## src/rtl/mexp_pkg.sv

```systemverilog
// Shared types and constants for the modular exponentiation block.
package mexp_pkg;

	localparam int DEF_WIDTH = 32;
	localparam int CFG_IDX_W = 1;

	// Configuration register indexes
	localparam logic [CFG_IDX_W-1:0] REG_EXPONENT = 1'd0;
	localparam logic [CFG_IDX_W-1:0] REG_MODULUS  = 1'd1;

	typedef enum logic [2:0] {
		ST_IDLE,
		ST_REDUCE,
		ST_NEXT,
		ST_MUL,
		ST_SQR,
		ST_FINISH
	} state_t;

	// Operand selection for the modular multiplier
	typedef enum logic [1:0] {
		MM_REDUCE,
		MM_MUL,
		MM_SQR
	} mm_op_t;

	typedef struct packed {
		logic   load;
		logic   start;
		mm_op_t op;
		logic   wr_a;
		logic   wr_y;
		logic   shift_e;
		logic   out_load;
	} dp_cmd_t;

	typedef struct packed {
		logic mm_done;
		logic e_zero;
		logic e_lsb;
		logic e_last;
		logic out_free;
	} dp_sts_t;

endpackage

```

## src/rtl/mexp_base_if.sv

```systemverilog
// Input channel carrying one base value per transfer.
interface mexp_base_if import mexp_pkg::*; #(
	parameter int WIDTH = DEF_WIDTH
) ();
	logic             valid;
	logic             ready;
	logic [WIDTH-1:0] base;

	modport source (output valid, output base, input ready);
	modport sink   (input valid, input base, output ready);
endinterface

```

## src/rtl/mexp_result_if.sv

```systemverilog
// Output channel carrying one power_mod result per transfer.
interface mexp_result_if import mexp_pkg::*; #(
	parameter int WIDTH = DEF_WIDTH
) ();
	logic             valid;
	logic             ready;
	logic [WIDTH-1:0] power_mod;

	modport source (output valid, output power_mod, input ready);
	modport sink   (input valid, input power_mod, output ready);
endinterface

```

## src/rtl/modular_exponentiation.sv

```systemverilog
// Sequence: the base is reduced first; below the highest set exponent bit, each bit
// takes a square, with a multiply before it when the bit is set; the highest set
// bit takes a multiply only, no square; then the result goes to the output.
// The multiplier handles one multiplier bit per cycle.
// One item in work at a time; the next is taken while the last result waits at the output.
// Reset (arst_n low, asynchronous): exponent 0, modulus 1, controller idle, output empty.
module modular_exponentiation import mexp_pkg::*; #(
	parameter int WIDTH = DEF_WIDTH
) (
	input  logic                 clk,
	input  logic                 arst_n,
	input  logic                 wr_en,
	input  logic [CFG_IDX_W-1:0] wr_index,
	input  logic [WIDTH-1:0]     wr_data,
	mexp_base_if.sink            req,
	mexp_result_if.source        rsp
);
	dp_cmd_t cmd;
	dp_sts_t sts;

	mexp_ctrl u_ctrl (
		.clk      (clk),
		.arst_n   (arst_n),
		.in_valid (req.valid),
		.in_ready (req.ready),
		.cmd      (cmd),
		.sts      (sts)
	);

	mexp_dp #(.WIDTH(WIDTH)) u_dp (
		.clk       (clk),
		.arst_n    (arst_n),
		.wr_en     (wr_en),
		.wr_index  (wr_index),
		.wr_data   (wr_data),
		.base      (req.base),
		.cmd       (cmd),
		.sts       (sts),
		.out_valid (rsp.valid),
		.out_ready (rsp.ready),
		.power_mod (rsp.power_mod)
	);

endmodule

```

## src/rtl/mexp_mulmod.sv

```systemverilog
// Bit-serial shift-and-add modular multiplier, one multiplier bit per cycle.
module mexp_mulmod import mexp_pkg::*; #(
	parameter int WIDTH = DEF_WIDTH
) (
	input  logic             clk,
	input  logic             arst_n,
	input  logic             start,
	input  logic [WIDTH-1:0] x,      // multiplicand, must be below n
	input  logic [WIDTH-1:0] y,      // multiplier, any value
	input  logic [WIDTH-1:0] n,
	output logic             done,
	output logic [WIDTH-1:0] p
);
	localparam int CNT_W = $clog2(WIDTH);

	logic             busy_q;
	logic             done_q;
	logic [CNT_W-1:0] cnt_q;
	logic [WIDTH-1:0] x_q;
	logic [WIDTH-1:0] y_q;
	logic [WIDTH-1:0] acc_q;

	logic [WIDTH+1:0] sum;
	logic [WIDTH+1:0] n1;
	logic [WIDTH+1:0] n2;
	logic [WIDTH+1:0] diff1;
	logic [WIDTH+1:0] diff2;
	logic [WIDTH-1:0] acc_nx;

	// acc*2 + bit*x stays below 3n: subtract n or 2n, chosen in parallel
	always_comb begin
		sum   = {1'b0, acc_q, 1'b0} + (y_q[WIDTH-1] ? {2'b00, x_q} : '0);
		n1    = {2'b00, n};
		n2    = {1'b0, n, 1'b0};
		diff1 = sum - n1;
		diff2 = sum - n2;
		if (sum >= n2) begin
			acc_nx = diff2[WIDTH-1:0];
		end else if (sum >= n1) begin
			acc_nx = diff1[WIDTH-1:0];
		end else begin
			acc_nx = sum[WIDTH-1:0];
		end
	end

	// Step control
	always_ff @(posedge clk or negedge arst_n) begin
		if (!arst_n) begin
			busy_q <= 1'b0;
			done_q <= 1'b0;
			cnt_q  <= '0;
		end else if (start) begin
			busy_q <= 1'b1;
			done_q <= 1'b0;
			cnt_q  <= CNT_W'(WIDTH - 1);
		end else if (busy_q) begin
			if (cnt_q == '0) begin
				busy_q <= 1'b0;
				done_q <= 1'b1;
			end else begin
				cnt_q <= cnt_q - 1'b1;
			end
		end else begin
			done_q <= 1'b0;
		end
	end

	// Operands and accumulator, multiplier scanned MSB first
	always_ff @(posedge clk) begin
		if (start) begin
			x_q   <= x;
			y_q   <= y;
			acc_q <= '0;
		end else if (busy_q) begin
			acc_q <= acc_nx;
			y_q   <= {y_q[WIDTH-2:0], 1'b0};
		end
	end

	assign done = done_q;
	assign p    = acc_q;

endmodule

```

## src/rtl/mexp_dp.sv

```systemverilog
// Datapath: config registers, exponent shifter, operands and result register.
module mexp_dp import mexp_pkg::*; #(
	parameter int WIDTH = DEF_WIDTH
) (
	input  logic                 clk,
	input  logic                 arst_n,
	input  logic                 wr_en,
	input  logic [CFG_IDX_W-1:0] wr_index,
	input  logic [WIDTH-1:0]     wr_data,
	input  logic [WIDTH-1:0]     base,
	input  dp_cmd_t              cmd,
	output dp_sts_t              sts,
	output logic                 out_valid,
	input  logic                 out_ready,
	output logic [WIDTH-1:0]     power_mod
);
	localparam logic [WIDTH-1:0] ONE = WIDTH'(1);

	logic [WIDTH-1:0] exponent_q;
	logic [WIDTH-1:0] modulus_q;
	logic [WIDTH-1:0] e_q;
	logic [WIDTH-1:0] a_q;
	logic [WIDTH-1:0] y_q;
	logic [WIDTH-1:0] res_q;
	logic             out_valid_q;

	logic             mm_done;
	logic [WIDTH-1:0] mm_p;
	logic [WIDTH-1:0] mm_x;
	logic [WIDTH-1:0] mm_y;

	// Configuration writes; a zero modulus is dropped
	always_ff @(posedge clk or negedge arst_n) begin
		if (!arst_n) begin
			exponent_q <= '0;
			modulus_q  <= ONE;
		end else if (wr_en) begin
			case (wr_index)
				REG_EXPONENT: exponent_q <= wr_data;
				REG_MODULUS: begin
					if (wr_data != '0) begin
						modulus_q <= wr_data;
					end
				end
				default: ;
			endcase
		end
	end

	// Multiplier operands; the first pass reduces the base as base * 1 mod n
	always_comb begin
		case (cmd.op)
			MM_REDUCE: begin
				mm_x = (modulus_q == ONE) ? '0 : ONE;
				mm_y = base;
			end
			MM_MUL: begin
				mm_x = a_q;
				mm_y = y_q;
			end
			MM_SQR: begin
				mm_x = a_q;
				mm_y = a_q;
			end
			default: begin
				mm_x = '0;
				mm_y = '0;
			end
		endcase
	end

	mexp_mulmod #(.WIDTH(WIDTH)) u_mulmod (
		.clk    (clk),
		.arst_n (arst_n),
		.start  (cmd.start),
		.x      (mm_x),
		.y      (mm_y),
		.n      (modulus_q),
		.done   (mm_done),
		.p      (mm_p)
	);

	// Working registers
	always_ff @(posedge clk) begin
		if (cmd.load) begin
			e_q <= exponent_q;
			y_q <= ONE;
		end else begin
			if (cmd.shift_e) begin
				e_q <= e_q >> 1;
			end
			if (cmd.wr_y) begin
				y_q <= mm_p;
			end
		end
		if (cmd.wr_a) begin
			a_q <= mm_p;
		end
		if (cmd.out_load) begin
			res_q <= y_q;
		end
	end

	// Output stage valid
	always_ff @(posedge clk or negedge arst_n) begin
		if (!arst_n) begin
			out_valid_q <= 1'b0;
		end else if (cmd.out_load) begin
			out_valid_q <= 1'b1;
		end else if (out_ready) begin
			out_valid_q <= 1'b0;
		end
	end

	always_comb begin
		sts.mm_done  = mm_done;
		sts.e_zero   = (e_q == '0);
		sts.e_lsb    = e_q[0];
		sts.e_last   = (e_q[WIDTH-1:1] == '0);
		sts.out_free = !out_valid_q || out_ready;
	end

	assign out_valid = out_valid_q;
	assign power_mod = res_q;

endmodule

```

## src/rtl/mexp_ctrl.sv

```systemverilog
// Controller: sequences reduction, multiply and square steps per exponent bit.
module mexp_ctrl import mexp_pkg::*; (
	input  logic    clk,
	input  logic    arst_n,
	input  logic    in_valid,
	output logic    in_ready,
	output dp_cmd_t cmd,
	input  dp_sts_t sts
);
	state_t state_q;
	state_t state_nx;

	// State register
	always_ff @(posedge clk or negedge arst_n) begin
		if (!arst_n) begin
			state_q <= ST_IDLE;
		end else begin
			state_q <= state_nx;
		end
	end

	// Next state
	always_comb begin
		state_nx = state_q;
		case (state_q)
			ST_IDLE: begin
				if (in_valid) begin
					state_nx = ST_REDUCE;
				end
			end
			ST_REDUCE: begin
				if (sts.mm_done) begin
					state_nx = ST_NEXT;
				end
			end
			ST_NEXT: begin
				if (sts.e_zero) begin
					state_nx = ST_FINISH;
				end else if (sts.e_lsb) begin
					state_nx = ST_MUL;
				end else begin
					state_nx = ST_SQR;
				end
			end
			ST_MUL: begin
				if (sts.mm_done) begin
					state_nx = sts.e_last ? ST_FINISH : ST_SQR;
				end
			end
			ST_SQR: begin
				if (sts.mm_done) begin
					state_nx = ST_NEXT;
				end
			end
			ST_FINISH: begin
				if (sts.out_free) begin
					state_nx = ST_IDLE;
				end
			end
			default: state_nx = ST_IDLE;
		endcase
	end

	// Outputs
	always_comb begin
		in_ready     = 1'b0;
		cmd          = '0;
		cmd.op       = MM_REDUCE;
		case (state_q)
			ST_IDLE: begin
				in_ready = 1'b1;
				if (in_valid) begin
					cmd.load  = 1'b1;
					cmd.start = 1'b1;
					cmd.op    = MM_REDUCE;
				end
			end
			ST_REDUCE: begin
				cmd.wr_a = sts.mm_done;
			end
			ST_NEXT: begin
				if (!sts.e_zero) begin
					cmd.start = 1'b1;
					cmd.op    = sts.e_lsb ? MM_MUL : MM_SQR;
				end
			end
			ST_MUL: begin
				if (sts.mm_done) begin
					cmd.wr_y = 1'b1;
					if (!sts.e_last) begin
						cmd.start = 1'b1;
						cmd.op    = MM_SQR;
					end
				end
			end
			ST_SQR: begin
				if (sts.mm_done) begin
					cmd.wr_a    = 1'b1;
					cmd.shift_e = 1'b1;
				end
			end
			ST_FINISH: begin
				cmd.out_load = sts.out_free;
			end
			default: ;
		endcase
	end

endmodule

```

## src/flat_wrapper.sv

```systemverilog
// flat-port wrapper written by rule: the top's interface ports become plain ports
module modular_exponentiation_flat import mexp_pkg::*;
#(
	parameter int WIDTH = DEF_WIDTH
)
  (clk, arst_n, wr_en, wr_index, wr_data, req_valid, req_base, req_ready, rsp_valid, rsp_power_mod, rsp_ready);
  mexp_base_if #(.WIDTH(WIDTH)) req_i ();
  mexp_result_if #(.WIDTH(WIDTH)) rsp_i ();
  input  logic clk;
  input  logic arst_n;
  input  logic wr_en;
  input  logic [CFG_IDX_W-1:0] wr_index;
  input  logic [WIDTH-1:0] wr_data;
  input wire logic [$bits(req_i.valid)-1:0] req_valid;
  input wire logic [$bits(req_i.base)-1:0] req_base;
  output wire logic [$bits(req_i.ready)-1:0] req_ready;
  output wire logic [$bits(rsp_i.valid)-1:0] rsp_valid;
  output wire logic [$bits(rsp_i.power_mod)-1:0] rsp_power_mod;
  input wire logic [$bits(rsp_i.ready)-1:0] rsp_ready;
  assign req_i.valid = req_valid;
  assign req_i.base = req_base;
  assign req_ready = req_i.ready;
  assign rsp_valid = rsp_i.valid;
  assign rsp_power_mod = rsp_i.power_mod;
  assign rsp_i.ready = rsp_ready;
  modular_exponentiation #(.WIDTH(WIDTH)) u_core (.clk(clk), .arst_n(arst_n), .wr_en(wr_en), .wr_index(wr_index), .wr_data(wr_data), .req(req_i), .rsp(rsp_i));
endmodule
```

## config.mk

```make
export PLATFORM = sky130hd
export DESIGN_NAME = modular_exponentiation_flat
export DESIGN_NICKNAME = d
export VERILOG_FILES = /design/src/rtl/mexp_pkg.sv /design/src/rtl/mexp_base_if.sv /design/src/rtl/mexp_result_if.sv /design/src/rtl/modular_exponentiation.sv /design/src/rtl/mexp_mulmod.sv /design/src/rtl/mexp_dp.sv /design/src/rtl/mexp_ctrl.sv /design/src/flat_wrapper.sv
export SDC_FILE = /design/constraint.sdc
export NUM_CORES = 1
export LEC_CHECK = 0
export ABC_AREA = 1
export BUFFER_PORTS_ARGS = -buffer_cell sky130_fd_sc_hd__buf_2
export CORE_ASPECT_RATIO = 2
export CORE_MARGIN = 2
export CORE_UTILIZATION = 46
export CTS_BUF_LIST = sky130_fd_sc_hd__clkbuf_2
export CTS_CLUSTER_DIAMETER = 30
export CTS_CLUSTER_SIZE = 20
export DETAILED_ROUTE_END_ITERATION = 10
export GPL_TIMING_DRIVEN = 0
export PLACE_DENSITY = 0.59
export SLEW_MARGIN = 20
export SYNTH_ARGS = -nofsm -noshare
export SYNTH_HDL_FRONTEND = slang
export SYNTH_SLANG_ARGS = --single-unit
export TNS_END_PERCENT = 30
```

## constraint.sdc

```tcl
create_clock -name clk -period 6.19 [get_ports clk]
set_input_delay 1.238 -clock clk [delete_from_list [all_inputs] [get_ports clk]]
set_output_delay 1.238 -clock clk [all_outputs]
set_load 0.02 [all_outputs]
```

# After elaboration in Yosys (flattened, before gate mapping)

Index checks and enable logic that the tools add are counted.

Bits in registers: 299
Input bits: 70
Output and inout port bits: 34

Add/subtract/negate cells: 4
$lt $le $gt $ge: 2
Eq/ne operators: 14
Mux-type cells: 42
Bitwise operators: 1
Reductions and logical operators: 17

Operators by type and width:

| operator                                                                 | count |
|---|---|
| 32-bit 2-to-1 mux                                                        | 7 |
| 32-bit case mux with 3 select lines                                      | 1 |
| 32-bit case mux with 2 select lines                                      | 1 |
| 32-bit subtractor                                                        | 2 |
| 33-bit by 32-bit adder with 34-bit output                                | 1 |
| 34-bit by 32-bit >= comparator with 1-bit output                         | 1 |
| 34-bit by 33-bit >= comparator with 1-bit output                         | 1 |
| 32-bit by 1-bit == test with 1-bit output (second input constant)        | 1 |
| 32-bit logical NOT                                                       | 1 |
| 32-bit nonzero test                                                      | 1 |
| 31-bit logical NOT                                                       | 1 |
| 3-bit 2-to-1 mux                                                         | 9 |
| 1-bit 2-to-1 mux                                                         | 16 |
| 5-bit 2-to-1 mux                                                         | 3 |
| 3-bit case mux with 5 select lines                                       | 1 |
| 3-bit case mux with 3 select lines                                       | 1 |
| 3-bit by 2-bit == test with 1-bit output (second input constant)         | 2 |
| 3-bit == test (second input constant)                                    | 2 |
| 2-bit inequality test (second input constant)                            | 3 |
| 2-bit nonzero test                                                       | 3 |
| 5-bit logical NOT                                                        | 1 |
| 5-bit by 1-bit subtractor with 5-bit output (second input constant)      | 1 |
| 4-bit 2-to-1 mux                                                         | 1 |
| 2-bit by 1-bit inequality test with 1-bit output (second input constant) | 2 |
| other kinds (15)                                                         | 17 |

# Logic depth before layout (Yosys ltp)

Gate-level depths: netlist of run 1.

Depth in word-level cells: 7
Gate-level depth with buffers: 33
Mapped depth without buffers: 32

# By module

A second synthesis of run 1 with hierarchy kept.

Cell total of the unflattened synthesis: 2887
Area total of the unflattened synthesis: 20323.2 µm²

By module, submodules not included:

| module      | times used | cells an instance | area an instance (µm²) |
|---|---|---|---|
| mexp_mulmod | 1          | 1908              | 11596.1 |
| mexp_dp     | 1          | 924               | 8394.3 |
| mexp_ctrl   | 1          | 55                | 332.8 |

# Worst setup path before layout of run 1

Ideal clock, no wire load.

Kind: register to register
From: register u_core.u_dp.u_mulmod.y_q[31]
To: register u_core.u_dp.u_mulmod.acc_q[24], in the netlist u_core.u_dp.u_mulmod.p[24]
Setup time: 0.112 ns
Data arrival time: 3.956 ns
Data required time: 6.078 ns
Path slack: 2.122 ns
Stages on the path, launching flop included: 31
Path buffers: 2
Period minus slack after synthesis: 4.068 ns
Cells stage by stage: edfxtp_1 > clkbuf_1 > nand2_1 > inv_1 > ha_1 > inv_1 > fa_1 > nand3b_1 > nand2_1 > nand2_1 > nand2_1 > nand2_1 > nand3_1 > nand2_1 > nand2_1 > o21ai_0 > xnor2_1 > ha_1 > nand2_1 > nor2_1 > nand2_1 > nor2_1 > a21boi_1 > nand3_4 > nor2_8 > buf_8 > nand2_1 > nand3_1 > nand2_1 > nand2_1 > nand2_1

Word-level cells in the longest chain between the ends: 5
Elaborated cells on any way between the ends: 8
Those cells by class: 3 x add/sub; 2 x order compare; 3 x mux

Ends and longest elaborated chain:

| item                                                                                         | RTL line                             | text |
|---|---|---|
| from (decl)                                                                                  | mexp_mulmod.sv:20                    | `logic [WIDTH-1:0] y_q;` |
| from (signal assigned)                                                                       | mexp_mulmod.sv:72                    | `y_q <= y;` |
| from (signal assigned)                                                                       | mexp_mulmod.sv:76                    | `y_q <= {y_q[WIDTH-2:0], 1'b0};` |
| 32-bit 2-to-1 mux (*)                                                                        | mexp_mulmod.sv:32                    | `sum = {1'b0, acc_q, 1'b0} + (y_q[WIDTH-1] ? {2'b00, x_q} : '0);` |
| 33-bit by 32-bit adder with 34-bit output (*)                                                | mexp_mulmod.sv:32                    |  |
| 32-bit subtractor / 34-bit by 32-bit >= comparator with 1-bit output (equally long branches) | mexp_mulmod.sv:35, mexp_mulmod.sv:39 |  |
| 32-bit 2-to-1 mux                                                                            | mexp_mulmod.sv:39                    | `end else if (sum >= n1) begin` |
| 32-bit 2-to-1 mux (*)                                                                        | mexp_mulmod.sv:37                    | `if (sum >= n2) begin` |
| to (signal assigned)                                                                         | mexp_mulmod.sv:75                    | `acc_q <= acc_nx;` |
| to (decl)                                                                                    | mexp_mulmod.sv:21                    | `logic [WIDTH-1:0] acc_q;` |

Mark *: on every way between the ends. The rest lies on a longest branch, timed or not.
A chain may end at the register's enable or synchronous reset.

# Final worst setup path of run 1

From: register u_core.u_dp.u_mulmod.y_q[31]
To: register u_core.u_dp.u_mulmod.acc_q[0], in the netlist u_core.u_dp.u_mulmod.p[0]

Same word-level chain as after synthesis.

==> summary.txt, run 1 <==
Unique masters post-synth = 57
Hold Crit Class = input pin to asynchronous set/reset pin
Synth area leaders = edfxtp_1, nand2_1, dfrtp_1, dfxtp_1, ha_1
Yosys top cell by area = edfxtp_1
DR pass1 iterations = 5
Arr. time, crit path = 6.67 ns
Core area = 40,990 um2
Crit path from = u_core.u_dp.u_mulmod.y_q[31]
Yosys top cell area share = 25.18%
Post-DP HPWL = 56,230 um
Worst Reg-to-Reg Cells = 24
Setup violators final = 0
Grt met3 use = 2.609%
Crit path launch type = register
Die area = 43,230 um2
Post-synthesis adder-cell area fraction = 6.937%
All-Layer GR Usage = 30.87%
EDFF count, synth = 160
CP endpoint kind = register
Initial antenna violation count = 1
RSZ-0062 raised after global routing = no
Rel. slew slack = 32.85%
Global-route wire length before repair = 100,100 um
Grt peak-use layer = met2
Crit Path Max Fanout = 10
Mean Syn Cell Area = 7.388 um2
R2R Path Start = u_core.u_dp.u_mulmod.y_q[31]
Vias per std cell = 5.207
Detailed-route DRC error count = 0
Post-Syn Nets = 2,757
Max Cap Viol = 0
Outcome = complete, no violations
Commonest cells after routing, fill and taps aside = nand2_1, inv_1, nor2_1, edfxtp_1, nand3_1
Total CTS buffers = 44
Worst stage delay on the critical path = 0.50 ns
Gr ovfl total = 0
Vias in the first global route = 18,221
Post-Synth XOR/XNOR Area = 3.213%
CTS tree = yes
Part of the Yosys area used for sequential elements = 41.73%
Die Y = 292.0 um
Drt initial violations = 797
Gp weighted congestion = 1.005
Final WL = 66,880 um
Post-DR wirelength/cell = 20.21 um
Nets@finish = 2,912
Sink Count = 299
Area share of and/or/nand/nor cells after synthesis = 30.46%
Most used cell, CP = nor2_1
Met2 Use GR = 61.69%
FFs w/ async S/R, synth = 25.08%
Period utilization = 94.93%
Commonest non-fill, non-tap cell in the layout = nand2_1
Mapped Area = 19,080 um2
Worst-path clk slew = 0.23 ns
Mapped Cells = 2,583
R2r endpoint = u_core.u_dp.u_mulmod.p[0]
Critical path, cell by cell = buf_4 > clkbuf_1 > nand2_1 > inv_1 > ha_1 > a21oi_1 > nor2_1 > nor2_1 > nor2_1 > nor2_1 > nand3_1 > xor2_1 > inv_1 > ha_1 > nand2_1 > nor2_1 > nand2_1 > nor2_1 > a21boi_1 > nand4_4 > buf_2 > nand3_1 > nand3_1 > nand2_1
Worst Max-Slew Pin Slew = 0.9989 ns
DR vias = 17,236
CP Class = register to register
TNS Setup = 0 ns
Fmax = 170.2 MHz
Top_reg_cell synth = edfxtp_1
Multiplexer share of the synthesized area = 0%
Share of cells above drive strength 1 = 10.67%
Clk_lat worst skew = 1.07 ns
Compound-Gate Fraction of Synth Area = 9.415%
Flops & latches, synth = 299
H-tree depth = 2
CTS max path bufs = 3
Layout Skew = 0.1968 ns
Worst path slowest cell = edfxtp_1
I/O Buffers = 103
Largest family of logic cells by synthesized area = simple AND/OR/NAND/NOR gates
Grt met1 use = 26.56%
Final Hold Viols = 0
Fin crit period = 5.876 ns
CP required = 6.98 ns
DIE WIDTH = 148.0 um
Largest net degree at the start of global routing = 51
Starting Density = 46.56%
Ys Warns = 0
Post-route ant nets = 0
Row count = 105
Top Ports = 104
Area Overhead vs Synth = 10.71%
Worst reg2reg setup slack = 0.31 ns
CTS Root Cell = clkbuf_2
Fin. max-slew vios = 0
## area by class of cell
type	instances	area, um2
inverter	317	1192
tap	535	669.4
clock buffer	49	245.2
multi-input combinational	1893	9595
fill	4189	19860
antenna	1	2.502
sequential	299	7964
clock inverter	33	441.7
timing repair buffer	109	635.6
buffer	74	381.6
## worst max-delay path by stage
stage / endpoint / slack [ns] / cells past startpoint
finish: u_core.u_dp.u_mulmod.p[0] / 0.31 / 24
global route: u_core.u_dp.u_mulmod.p[0] / 0.05 / 27
CTS: u_core.u_dp.u_mulmod.p[0] / 0.15 / 27
detailed placement: u_core.u_dp.u_mulmod.p[25] / 0.19 / 29
global placement: u_core.u_dp.u_mulmod.p[25] / 0.12 / 26
floorplan: u_core.u_dp.u_mulmod.p[24] / 2.12 / 30
## flip-flops by register name, summed over array words and instances (netlist names), 3 cells and up
register                    cells
u_core.u_ctrl.state_q           3
u_core.u_dp.a_q                32
u_core.u_dp.e_q                32
u_core.u_dp.exponent_q         32
u_core.u_dp.modulus_q          32
u_core.u_dp.power_mod          32
u_core.u_dp.u_mulmod.cnt_q      5
u_core.u_dp.u_mulmod.p         32
u_core.u_dp.u_mulmod.x_q       32
u_core.u_dp.u_mulmod.y_q       32
u_core.u_dp.y_q                32
## logic make-up after synthesis
| kind of cell | after synthesis |
|---|---|
| AOI/OAI and AO/OA | 322 |
| buffers and inverters | 391 |
| adders and majority gates | 104 |
| and+or+nand+nor | 1397 |
| DFF | 299 |
| xor gates and xnor gates | 70 |
## critical path, delay by kind of cell, from the launching register on
family          cells  cell delay (ns)
simple gates       14             2.52
buf+inv             5             1.07
fa+ha+maj           2             0.62
compound gates      2             0.53
flops               1             0.50
xor+xnor            1             0.37
## synth_stat cells, types with 20 or more instances
library cell and count:
a21oi_1 109, clkbuf_1 49, dfrtp_1 74, dfxtp_1 64, edfxtp_1 160, ha_1 101
inv_1 305, nand2_1 892, nand2_2 30, nand3_1 151, nand4_1 24, nor2_1 227
o21ai_0 143, o21bai_1 22, xnor2_1 20, xor2_1 50
## what timing repair did
| action | in CTS | in global routing |
|---|---|---|
| pin swaps | 0 | 0 |
| buffers inserted | 0 | 2 |
| hold buffers | 0 | 0 |
| resized for setup | 1 | 0 |
| endpoints found under the setup margin | 1 | 6 |
## per-stage QoR
step / utilization (%) / hold WS [ns] / area, um2 / cells / setup WS (ns)
2_1_floorplan: - / 0.4248 / 19080 / 2583 / 2.122
3_3_place_gp: 49.45 / 0.4351 / 20270 / 3221 / 0.1152
3_5_place_dp: 49.82 / 0.4357 / 20420 / 3225 / 0.1947
4_1_cts: 51.50 / 0.02570 / 21110 / 3307 / 0.1496
5_1_grt: 51.54 / 0.03751 / 21130 / 3310 / 0.05058
6_report: 51.54 / 0.06092 / 21130 / 3310 / 0.3137
## layer usage
layer  up-vias  wire length (um)
met4         0              6752
met1      7918             21300
li1       8664                 -
met3       215              1665
met5         -                 0
met2       439             37160
Power of run 1 is not shown: default switching activity piles up to over one toggle a cycle in this logic, so the estimate is an artifact.
==> run 2, diff against run 1 <==
--- a/config.mk
+++ b/config.mk
@@ -9,13 +9,14 @@
 export BUFFER_PORTS_ARGS = -buffer_cell sky130_fd_sc_hd__buf_2
 export CORE_ASPECT_RATIO = 2
 export CORE_MARGIN = 2
-export CORE_UTILIZATION = 46
+export CORE_UTILIZATION = 50
 export CTS_BUF_LIST = sky130_fd_sc_hd__clkbuf_2
 export CTS_CLUSTER_DIAMETER = 30
 export CTS_CLUSTER_SIZE = 20
 export DETAILED_ROUTE_END_ITERATION = 10
 export GPL_TIMING_DRIVEN = 0
-export PLACE_DENSITY = 0.59
+export PLACE_DENSITY = 0.63
+export SKIP_CTS_REPAIR_TIMING = 1
 export SLEW_MARGIN = 20
 export SYNTH_ARGS = -nofsm -noshare
 export SYNTH_HDL_FRONTEND = slang
==> run 2 against run 1 <==
  * Sequential share of layout area rose by 0.61 points
  * Via count fell by 0.80%
  * Maximum frequency about the same
  * Critical endpoint is now u_core.u_dp.u_mulmod.p[20]
  * Final cell count shrank 2.9%
  * Register-to-register slack about the same
  * Sequential cell count did not move
  * Design area is 1.6% lower
==> summary.txt, run 2 (synthesis gave the netlist of run 1 again) <==
Outcome = complete, no violations
Starting Density = 50.50%
Commonest non-fill, non-tap cell in the layout = nand2_1
Crit Path Max Fanout = 10
Fin crit period = 5.873 ns
RSZ-0062 raised after global routing = no
Layout Utilization = 55.03%
I/O Buffers = 103
Final WL = 64,000 um
Register area = 7964 um2
R2R Path Start = u_core.u_dp.u_mulmod.y_q[31]
CP required = 7.18 ns
CTS tree = yes
Sink Count = 299
Gr ovfl total = 0
Row count = 101
FILL cells = 3,811
Max Cap Viol = 0
Layout Skew = 0.09089 ns
Global-route wire length before repair = 96,660 um
Die Y = 280.3 um
Final Hold Viols = 0
DR vias = 17,098
Fin. max-slew vios = 0
Post-DR wirelength/cell = 19.91 um
Area Overhead vs Synth = 8.956%
H-tree depth = 1
Vias per std cell = 5.320
Footprint of the multi-input gates = 9599 um2
Fmax = 170.3 MHz
Die area = 39,840 um2
Gp weighted congestion = 0.9754
Worst path slowest cell = edfxtp_1
Core area = 37,790 um2
CP endpoint kind = register
Crit path launch type = register
CTS max path bufs = 3
Initial antenna violation count = 1
Worst Max-Slew Pin Slew = 0.9971 ns
Worst stage delay on the critical path = 0.58 ns
Rel. slew slack = 32.92%
All-Layer GR Usage = 32.38%
Detailed-route DRC error count = 0
Total CTS buffers = 31
CTS Root Cell = clkbuf_2
Drt initial violations = 871
Share of cells above drive strength 1 = 9.855%
Setup violators final = 0
Largest net degree at the start of global routing = 56
Commonest cells after routing, fill and taps aside = nand2_1, inv_1, nor2_1, edfxtp_1, nand3_1
Worst-path clk slew = 0.24 ns
Crit path from = u_core.u_dp.u_mulmod.y_q[31]
Vias in the first global route = 18,133
Period utilization = 94.88%
Hold Crit Class = input pin to register
Post-route ant nets = 0
Nets@finish = 2,899
Most used cell, CP = nand2_1
DR pass1 iterations = 7
Clk_lat worst skew = 1.08 ns
TNS Setup = 0 ns
CP Class = register to register
Post-DP HPWL = 54,400 um
DIE WIDTH = 142.1 um
Worst hold start = wr_data[0]
Arr. time, crit path = 6.86 ns
Top Ports = 104
[run 2: routing by layer]
metal	global-route usage, %	share of wire (%)	vias to the layer above	wire (um)
li1	-	-	8643	-
met1	27.33	32	7824	20440
met2	65.99	56	425	35580
met3	2.202	2.4	206	1519
met4	26.41	10	0	6460
met5	0	0	-	0
[run 2: worst max-delay path: cells and delay by family, from the launching register on]
kind / cells / cell delay, ns
and+or+nand+nor: 16 / 2.69
xor gates and xnor gates: 1 / 0.32
adders and majority gates: 2 / 0.76
AOI/OAI and AO/OA: 2 / 0.48
DFF: 1 / 0.58
buffers and inverters: 7 / 0.94
[run 2: per-stage QoR]
stage | setup WS, ns | area (um2) | std cells | hold slack (ns)
3_5_place_dp | 0.1531 | 20330 | 3153 | 0.4359
3_3_place_gp | 0.2423 | 20180 | 3149 | 0.4353
4_1_cts | 0.1033 | 20760 | 3211 | -0.02942
2_1_floorplan | 2.122 | 19080 | 2583 | 0.4248
5_1_grt | 0.02624 | 20790 | 3214 | 0.3861
6_report | 0.3172 | 20790 | 3214 | 0.4235
[run 2: final timing paths]
kind	to	slack [ns]	cells after the start
max reg2reg	u_core.u_dp.u_mulmod.p[20]	0.32	28
max in group asynchronous	u_core.u_dp.modulus_q[28]	4.95	3
max	u_core.u_dp.u_mulmod.p[20]	0.32	28
min in group asynchronous	u_core.u_dp.u_mulmod.cnt_q[0]	0.56	2
min	u_core.u_dp.modulus_q[0]	0.42	3
min reg2reg	u_core.u_dp.power_mod[20]	0.48	0
[run 2: layout make-up]
type | count | share of cell area, %
buffer | 74 | 1.847
clock buffer | 33 | 0.7943
inverter | 317 | 5.735
timing repair buffer | 109 | 3.069
multi-input combinational | 1893 | 46.17
antenna | 1 | 0.01204
tap | 463 | 2.786
clock inverter | 25 | 1.288
sequential | 299 | 38.30
Power of run 2 is left out for the same reason.
==> run 3, diff against run 2 <==
--- a/config.mk
+++ b/config.mk
@@ -15,7 +15,7 @@
 export CTS_CLUSTER_SIZE = 20
 export DETAILED_ROUTE_END_ITERATION = 10
 export GPL_TIMING_DRIVEN = 0
-export PLACE_DENSITY = 0.63
+export PLACE_DENSITY = 0.66
 export SKIP_CTS_REPAIR_TIMING = 1
 export SLEW_MARGIN = 20
 export SYNTH_ARGS = -nofsm -noshare
==> constraint.sdc (replaced) <==
create_clock -name clk -period 5.05 [get_ports clk]
set_input_delay 1.01 -clock clk [delete_from_list [all_inputs] [get_ports clk]]
set_output_delay 1.01 -clock clk [all_outputs]
set_load 0.02 [all_outputs]
==> run 3 against run 2 <==
  * Register-to-register slack got worse by 0.16 ns
  * Worst hold slack got worse by 0.12 ns
  * Die area unchanged
  * Critical path depth increased by 5
  * Critical path type unchanged
  * Highest routed layer unchanged
==> summary.txt, run 3 (synthesis gave the netlist of run 1 again) <==
Outcome = complete, no violations
Layout Skew = 0.09225 ns
Fmax = 204.3 MHz
Fin. max-slew vios = 0
Clk_lat worst skew = 0.96 ns
WP buf/inv = 7
Gr ovfl total = 0
Arr. time, crit path = 5.75 ns
Largest net degree at the start of global routing = 57
Drt initial violations = 870
CP endpoint kind = register
Fin crit period = 4.895 ns
Period utilization = 96.93%
Worst Max-Slew Pin Slew = 0.9167 ns
DIE WIDTH = 142.1 um
Gp weighted congestion = 1.027
Commonest cells after routing, fill and taps aside = nand2_1, inv_1, nor2_1, edfxtp_1, nand3_1
Starting Density = 50.50%
Die Y = 280.3 um
Crit path launch type = register
I/O Buffers = 103
Hold WS = 0.3054 ns
Pre-CTS setup slack = -0.8581 ns
Total CTS buffers = 35
CTS tree = yes
CTS max path bufs = 3
Die area = 39,840 um2
Worst stage delay on the critical path = 0.60 ns
Max Cap Viol = 0
Top Ports = 104
Area Overhead vs Synth = 15.51%
Worst path slowest cell = edfxtp_1
Setup violators final = 0
Hold Crit Class = input pin to register
CTS Root Cell = clkbuf_2
Sink Count = 299
Cell area after layout = 22,040 um2
Final Hold Viols = 0
DR vias = 17,592
Global-route wire length before repair = 99,240 um
Post-Layout Cell Count = 3,259
Share of cells above drive strength 1 = 15.18%
Final WL = 67,080 um
Rel. slew slack = 38.88%
Core area = 37,790 um2
Commonest non-fill, non-tap cell in the layout = nand2_1
Post-DP Area = 20,330 um2
Detailed-route DRC error count = 0
Initial antenna violation count = 1
CP Class = register to register
Vias per std cell = 5.398
CP required = 5.91 ns
Vias in the first global route = 18,161
Most used cell, CP = nand2_1
H-tree depth = 2
Row count = 101
Crit path max-delay family = simple AND/OR/NAND/NOR gates
Nets@finish = 2,940
DR pass1 iterations = 5
Post-DR wirelength/cell = 20.58 um
Post-DP HPWL = 54,540 um
Worst-path clk slew = 0.26 ns
Placed insts = 3,154
Crit Path Max Fanout = 7
Worst setup margin = 0.1548 ns
All-Layer GR Usage = 33.24%
Post-route ant nets = 0
==> run 3: changes by cell type in the layout (fill, tap and decap cells not counted), moves of 11 or more <==
cell / change
a21oi_2: +12
a21oi_1: -14
nor2_1: -11
ha_1: -27
nand2_1: -22
nand2_2: +18
buf_4: +26
ha_4: +18
==> run 3: final timing paths <==
| check | slack (ns) | to | from | cells past startpoint |
|---|---|---|---|---|
| max in group asynchronous | 3.91 | u_core.u_dp.modulus_q[28] | arst_n | 3 |
| min reg2reg | 0.46 | u_core.u_dp.a_q[15] | u_core.u_dp.u_mulmod.p[15] | 0 |
| min in group asynchronous | 0.45 | u_core.u_ctrl.state_q[1] | arst_n | 2 |
| max reg2reg | 0.15 | u_core.u_dp.u_mulmod.p[22] | u_core.u_dp.u_mulmod.y_q[31] | 33 |
| min | 0.31 | u_core.u_dp.modulus_q[20] | wr_data[20] | 3 |
| max | 0.15 | u_core.u_dp.u_mulmod.p[22] | u_core.u_dp.u_mulmod.y_q[31] | 33 |
==> run 3: layout make-up <==
type	count	area, um2
fill	3611	15740
inverter	317	1192
buffer	73	437.9
antenna	3	7.507
multi-input combinational	1893	10280
clock inverter	25	371.6
sequential	299	7964
clock buffer	39	195.2
tap	463	579.3
timing repair buffer	147	1017
==> run 3: per-stage QoR <==
stage / setup TNS (ns) / util [%]
3_5_place_dp: -22.31 / 53.81
3_3_place_gp: -28.35 / 53.40
4_1_cts: -26.67 / 55.31
6_report: 0 / 58.34
2_1_floorplan: 0 / -
5_1_grt: -0.4323 / 58.33
==> run 3: worst min-delay path, stage by stage <==
cell and delay (ns):
buf_2 0.10, inv_1 0.07, o21ai_0 0.08
==> run 3: per-layer routing <==
metal / track usage (%) / part of all wire [%]
met1: 28.85 / 31
met3: 3.414 / 3.3
met4: 31.51 / 11
met2: 63.84 / 54
met5: 0 / 0
Power of run 3 is left out for the same reason.
